[config.mk]
export PLATFORM = sky130hd
export DESIGN_NAME = drac_ctrl
export DESIGN_NICKNAME = d
export VERILOG_FILES = /design/src/hw/rtl/drac_pkg.sv /design/src/hw/rtl/drac_ctrl.sv
export SDC_FILE = /design/constraint.sdc
export NUM_CORES = 1
export LEC_CHECK = 0
export BUFFER_PORTS_ARGS = -buffer_cell sky130_fd_sc_hd__buf_2
export CORE_ASPECT_RATIO = 0.7
export CORE_MARGIN = 3
export CORE_UTILIZATION = 55
export DETAILED_ROUTE_END_ITERATION = 7
export PLACE_DENSITY = 0.91
export SLEW_MARGIN = 20
export SYNTH_ARGS = -nofsm -noshare
export SYNTH_HDL_FRONTEND = slang
export SYNTH_SLANG_ARGS = --single-unit
[constraint.sdc]
create_clock -name clk_i -period 4.1 [get_ports clk_i]
set_input_delay 0.205 -clock clk_i [delete_from_list [all_inputs] [get_ports clk_i]]
set_output_delay 0.205 -clock clk_i [all_outputs]
set_load 0.05 [all_outputs]
[src/hw/rtl/drac_pkg.sv]
// package for the deny address recency cache
// types, widths and codes shared by the top level and drac_ctrl
`timescale 1ns / 1ps

package drac_pkg;

  localparam int unsigned DEPTH     = 256;
  localparam int unsigned AW        = $clog2(DEPTH);
  localparam int unsigned CW        = $clog2(DEPTH + 1);
  localparam int unsigned ADDR_W    = 32;
  localparam int unsigned CAP_W     = 9;
  localparam int unsigned THR_W     = 8;
  localparam int unsigned CNT_OUT_W = 9;
  localparam int unsigned CAP_CMP_W = (CW > CAP_W) ? CW : CAP_W;
  localparam int unsigned POS_CMP_W = (AW > THR_W) ? AW : THR_W;
  localparam int unsigned CFG_IDX_W = 2;

  localparam logic [CAP_W-1:0] CAPACITY_RESET  = CAP_W'(200);
  localparam logic [THR_W-1:0] THRESHOLD_RESET = THR_W'(100);

  localparam logic [CFG_IDX_W-1:0] CFG_CAPACITY  = CFG_IDX_W'(0);
  localparam logic [CFG_IDX_W-1:0] CFG_THRESHOLD = CFG_IDX_W'(1);

  localparam logic OP_LOOKUP = 1'b0;
  localparam logic OP_INSERT = 1'b1;

  typedef struct packed {
    logic              opcode;
    logic [ADDR_W-1:0] address;
  } in_word_t;

  typedef struct packed {
    logic                 found;
    logic [CNT_OUT_W-1:0] entry_count;
  } out_word_t;

  typedef struct packed {
    logic [CAP_W-1:0] capacity;
    logic [THR_W-1:0] reorder_threshold;
  } cfg_t;

  typedef struct packed {
    logic              we;
    logic [AW-1:0]     waddr;
    logic [ADDR_W-1:0] wdata;
    logic [AW-1:0]     raddr;
  } ram_req_t;

endpackage

[src/hw/rtl/drac_ctrl.sv]
// sequencer: scans the ram list, then shifts down for move to front or insert
// depends on drac_pkg
`timescale 1ns / 1ps

module drac_ctrl (
  input  logic               clk_i,
  input  logic               rst_ni,
  input  drac_pkg::cfg_t     cfg_i,
  input  logic               in_valid_i,
  output logic               in_ready_o,
  input  drac_pkg::in_word_t in_word_i,
  output logic               res_valid_o,
  input  logic               res_ready_i,
  output drac_pkg::out_word_t res_word_o,
  output drac_pkg::ram_req_t ram_req_o,
  input  logic [drac_pkg::ADDR_W-1:0] ram_rdata_i
);
  import drac_pkg::*;

  localparam logic [1:0] ST_IDLE  = 2'd0;
  localparam logic [1:0] ST_SCAN  = 2'd1;
  localparam logic [1:0] ST_SHIFT = 2'd2;
  localparam logic [1:0] ST_FIN   = 2'd3;

  logic [1:0]        state_q, state_d;
  logic [CW-1:0]     held_q, held_d;
  logic [CW-1:0]     ridx_q, ridx_d;
  logic              cmp_v_q, cmp_v_d;
  logic [AW-1:0]     cmp_idx_q, cmp_idx_d;
  logic [AW-1:0]     sidx_q, sidx_d;
  logic [AW-1:0]     k_q, k_d;
  logic              found_q, found_d;
  logic              grow_q, grow_d;
  in_word_t          item_q, item_d;

  logic [CAP_CMP_W-1:0] cap_w;
  logic [CW-1:0]        eff_cap;
  logic [CW-1:0]        cap_m1;
  logic [CW-1:0]        keep;
  logic                 hit_now;
  logic                 move_front;

  always_comb begin
    cap_w = CAP_CMP_W'(cfg_i.capacity);
    if (cap_w == '0) begin
      eff_cap = CW'(1);
    end else if (cap_w > CAP_CMP_W'(DEPTH)) begin
      eff_cap = CW'(DEPTH);
    end else begin
      eff_cap = CW'(cap_w);
    end
    cap_m1 = eff_cap - CW'(1);
    keep   = (held_q > cap_m1) ? cap_m1 : held_q;
  end

  assign hit_now    = cmp_v_q && (ram_rdata_i == item_q.address);
  assign move_front = POS_CMP_W'(cmp_idx_q) > POS_CMP_W'(cfg_i.reorder_threshold);

  always_comb begin
    state_d   = state_q;
    held_d    = held_q;
    ridx_d    = ridx_q;
    cmp_v_d   = 1'b0;
    cmp_idx_d = cmp_idx_q;
    sidx_d    = sidx_q;
    k_d       = k_q;
    found_d   = found_q;
    grow_d    = grow_q;
    item_d    = item_q;
    ram_req_o.we    = 1'b0;
    ram_req_o.waddr = sidx_q;
    ram_req_o.wdata = (sidx_q == '0) ? item_q.address : ram_rdata_i;
    ram_req_o.raddr = ridx_q[AW-1:0];
    in_ready_o  = 1'b0;
    res_valid_o = 1'b0;

    unique case (state_q)
      ST_IDLE: begin
        in_ready_o = 1'b1;
        if (in_valid_i) begin
          item_d  = in_word_i;
          ridx_d  = '0;
          found_d = 1'b0;
          grow_d  = 1'b0;
          state_d = ST_SCAN;
        end
      end
      ST_SCAN: begin
        if (hit_now) begin
          found_d = 1'b1;
          k_d     = cmp_idx_q;
          sidx_d  = '0;
          if (item_q.opcode == OP_LOOKUP && move_front) begin
            state_d = ST_SHIFT;
          end else begin
            state_d = ST_FIN;
          end
        end else if (ridx_q < held_q) begin
          cmp_v_d   = 1'b1;
          cmp_idx_d = ridx_q[AW-1:0];
          ridx_d    = ridx_q + CW'(1);
        end else if (!cmp_v_q) begin
          sidx_d = '0;
          k_d    = keep[AW-1:0];
          if (item_q.opcode == OP_INSERT) begin
            grow_d  = 1'b1;
            state_d = ST_SHIFT;
          end else begin
            state_d = ST_FIN;
          end
        end
      end
      ST_SHIFT: begin
        ram_req_o.we    = 1'b1;
        ram_req_o.raddr = sidx_q;
        if (sidx_q == k_q) begin
          if (grow_q) begin
            held_d = CW'(k_q) + CW'(1);
          end
          state_d = ST_FIN;
        end else begin
          sidx_d = sidx_q + AW'(1);
        end
      end
      ST_FIN: begin
        res_valid_o = 1'b1;
        if (res_ready_i) begin
          state_d = ST_IDLE;
        end
      end
      default: begin
        state_d = ST_IDLE;
      end
    endcase
  end

  assign res_word_o.found       = found_q;
  assign res_word_o.entry_count = CNT_OUT_W'(held_q);

  always_ff @(posedge clk_i or negedge rst_ni) begin
    if (!rst_ni) begin
      state_q <= ST_IDLE;
      held_q  <= '0;
      cmp_v_q <= 1'b0;
    end else begin
      state_q <= state_d;
      held_q  <= held_d;
      cmp_v_q <= cmp_v_d;
    end
  end

  always_ff @(posedge clk_i) begin
    ridx_q    <= ridx_d;
    cmp_idx_q <= cmp_idx_d;
    sidx_q    <= sidx_d;
    k_q       <= k_d;
    found_q   <= found_d;
    grow_q    <= grow_d;
    item_q    <= item_d;
  end

  // held count never grows past the ram depth
  a_held_bound: assert property (@(posedge clk_i) disable iff (!rst_ni)
    held_q <= CW'(DEPTH))
    else $error("held count above depth");

  // an accepted word always starts a scan
  a_accept_scan: assert property (@(posedge clk_i) disable iff (!rst_ni)
    (in_valid_i && in_ready_o) |=> (state_q == ST_SCAN))
    else $error("accepted word did not start a scan");

  // held count only changes at the end of a shift pass
  a_held_change: assert property (@(posedge clk_i) disable iff (!rst_ni)
    (held_q != $past(held_q)) |-> ($past(state_q) == ST_SHIFT))
    else $error("held count changed outside a shift");

  // shift writes stay inside the held list plus the new slot
  a_shift_range: assert property (@(posedge clk_i) disable iff (!rst_ni)
    (state_q == ST_SHIFT) |-> (CW'(sidx_q) <= held_q))
    else $error("shift write beyond held entries");

endmodule
==> impl_metrics.tcl <==
set metrics [dict create \
    status "finished clean" \
    clock_sinks 80 \
    die_height_um 86.93 \
    tns_ps 0 \
    antenna_found_initial 1 \
    final_max_slew_viol_count 0 \
    final_cell_area_mm2 0.006310 \
    maxCapViolCount 0 \
    yosys_register_bits 80 \
    maxSlewHeadroom 0.3968 \
    grt_overflow 0 \
    setup_viol 0 \
    hold_viol_final 0 \
    layout_commonest_cell "buf_2" \
    syn2layout_area_growth_pct 22.61 \
    diodes 0 \
    ys_warn_count 0 \
    place.gp.congestion 0.9170 \
    drc 0 \
    hpwl_mm 11.13 \
    cts_root_buffer "clkbuf_16" \
    nNetsFinal 740 \
    cts_buffers 9 \
    tritoncts "built" \
    synthCells 471 \
    synth_area_per_cell_um2 10.93 \
    ant_nets 0 \
    crit_end "k_q[5]" \
    cp-start-kind "input pin" \
    ys_async_sr_fraction 0.1500 \
    peakVddDrop_mv 0.3622 \
    clk_path_buf_depth 2 \
    worst_slew_pin_slew_ps 900.6 \
    path_clk_slew_ps 60 \
    drive_gt1_frac 0.3440 \
    place_area_mm2 0.005997 \
    first_global_vias 4468 \
    io_buffers 146 \
    r2r_slack_ps 1070 \
    synthFlopType "edfxtp_1" \
    hold_buffers 1 \
    synth_cell_types 47 \
    syn-num-nets 591 \
    r2r_cells 5 \
    cp-end-kind "register" \
    hold_class "in -> reg" \
    synth-edff-count 68 \
    grtUsageTotal 0.2720 \
    initial_core_util 0.5876 \
    leakage_nw 2.632 \
    finalPower_w 0.004321 \
    die_w_um 121.6 \
    drt_iter0_drc 394 \
    wl_mm 14.21 \
    cpPeakStageDelay_ps 610 \
    grt_pass1_wl_mm 22.31 \
    viasPerCell 5.976 \
    path_cells "buf_2, nor3_1, nand2_1, nor2_1, o21ai_0, ha_1, o21a_1, a31oi_1, ha_1, a21oi_1, o21ai_0, o31ai_2, nand3_1, a31o_2" \
    finClkSkew_ps 7.881 \
    die-area_mm2 0.01057 \
    insertion_delay_ps 340 \
    critPathMaxFanout 10 \
    max_freq_ghz 0.3097 \
    num_vias 4452 \
    cts_max_level 3 \
    path_class "in -> reg" \
    critPathArrivalTime_ps 3320 \
    yosysSeqAreaShare 0.4551 \
    critPathLaunch "cfg_i[13]" \
    rsz0062_at_grt "false" \
    layout_common_cells "buf_2, edfxtp_1, mux2_2, xor2_1, ha_1" \
    cts_resized 0 \
    wire_per_inst_um 19.08 \
    r2r_start "item_q[0]" \
    required_ps 4190 \
    core_area_mm2 0.008758 \
    crit_path_top_delay_cell "o31ai_2" \
    num_io_pins 147 \
    power.density_mw_per_mm2 684.9 \
    synth_area_mm2 0.005146 \
    grt_start_max_net_pins 34 \
    r2r-end "sidx_q[4]" \
    cts_setup_buffers 0 \
    min_period_ps 3229 \
    fin_crit_sh 0.7875 \
    first_pass_iters 6 \
    fp-row-count 28 \
]
## critical path, delay by kind of cell
family,cells,cell delay [ps]
compound gates,7,1620
fa+ha+maj,2,610
buf+inv,1,120
simple gates,4,770
## worst min path at each step
stage	startpoint	slack [ps]	endpoint	depth (start not counted)
6_report	in_word_i[12]	40	item_q[12]	1
5_1_grt	in_word_i[20]	30	item_q[20]	1
4_1_cts	in_word_i[12]	30	item_q[12]	1
3_5_place_dp	rst_ni	110	held_q[2]	1
3_3_place_gp	rst_ni	100	held_q[4]	1
2_1_floorplan	rst_ni	-90	cmp_v_q	0
## routing by layer
| metal | wire length, um | GRT usage | vias up |
|---|---|---|---|
| met2 | 7042 | 0.4556 | 254 |
| li1 | - | - | 2035 |
| met1 | 5535 | 0.3674 | 2149 |
| met5 | 0 | 0 | - |
| met4 | 138 | 0.06002 | 0 |
| met3 | 1498 | 0.05974 | 14 |
## kinds of logic (layout without fill, tap and decap cells)
group,after synthesis,after routing,share of synthesized area
mux,44,44,0.09628
xor+xnor,57,57,0.09847
fa+ha+maj,34,34,0.08267
flops,80,80,0.4551
buf+inv,41,195,0.03209
compound gates,71,71,0.08899
simple gates,144,144,0.1464
## power by group
part	switching, W	total, W	internal, W
clock network	0.000329	0.000804	0.000475
logic	0.00129	0.00192	0.000631
registers	0.000351	0.00159	0.00124
total	0.00197	0.00432	0.00235
## flip-flops by register name, summed over array words and instances, names as in the netlist
register	flops
cmp_idx_q	8
cmp_v_q	1
found_q	1
grow_q	1
held_q	9
item_q	33
k_q	8
ridx_q	9
sidx_q	8
state_q	2
## Yosys cell counts (all sizes together), types with 2 or more instances
cell | n | area, um2
ha | 34 | 425.4
nor3 | 12 | 65.06
o211ai | 2 | 15.01
a32oi | 2 | 17.52
nand2 | 31 | 116.4
and3 | 6 | 40.03
a31oi | 6 | 37.54
xor2 | 35 | 306.5
nand4 | 10 | 62.56
o21a | 2 | 15.01
edfxtp | 68 | 2042
nor4b | 2 | 17.52
or3 | 5 | 31.28
a21boi | 8 | 60.06
nand2b | 3 | 18.77
a21o | 4 | 30.03
nor2 | 22 | 82.58
or4 | 2 | 18.77
a211oi | 4 | 30.03
a21oi | 12 | 60.06
o21ai | 19 | 95.09
and2 | 9 | 56.30
nor4 | 10 | 62.56
clkbuf | 6 | 22.52
dfrtp | 12 | 300.3
o31ai | 7 | 52.55
xnor2 | 22 | 200.2
inv | 28 | 105.1
nand3 | 23 | 115.1
a31o | 2 | 17.52
buf | 7 | 37.54
mux2 | 44 | 495.5
nor2b | 5 | 31.28
## cell type report
type | instances | area (um2)
inverter | 28 | 105.1
multi-input combinational | 350 | 2644
timing repair buffer | 151 | 770.7
fill | 612 | 2449
sequential | 80 | 2342
clock buffer | 10 | 229.0
tap | 120 | 150.1
clock inverter | 6 | 68.82
## through the flow
stage / utilization / instances / worst slack (ps) / hold WS (ps)
finish: 0.7204 / 745 / 871.3 / 37.37
detailed placement: 0.6847 / 728 / 287.0 / 106.8
global placement: 0.6847 / 728 / 345.6 / 98.53
floorplan: - / 471 / 753.3 / -90.59
global route: 0.7204 / 745 / 534.7 / 26.14
CTS: 0.7199 / 745 / 594.3 / 30.61
Note: power is estimated with default switching activity, not from simulation.
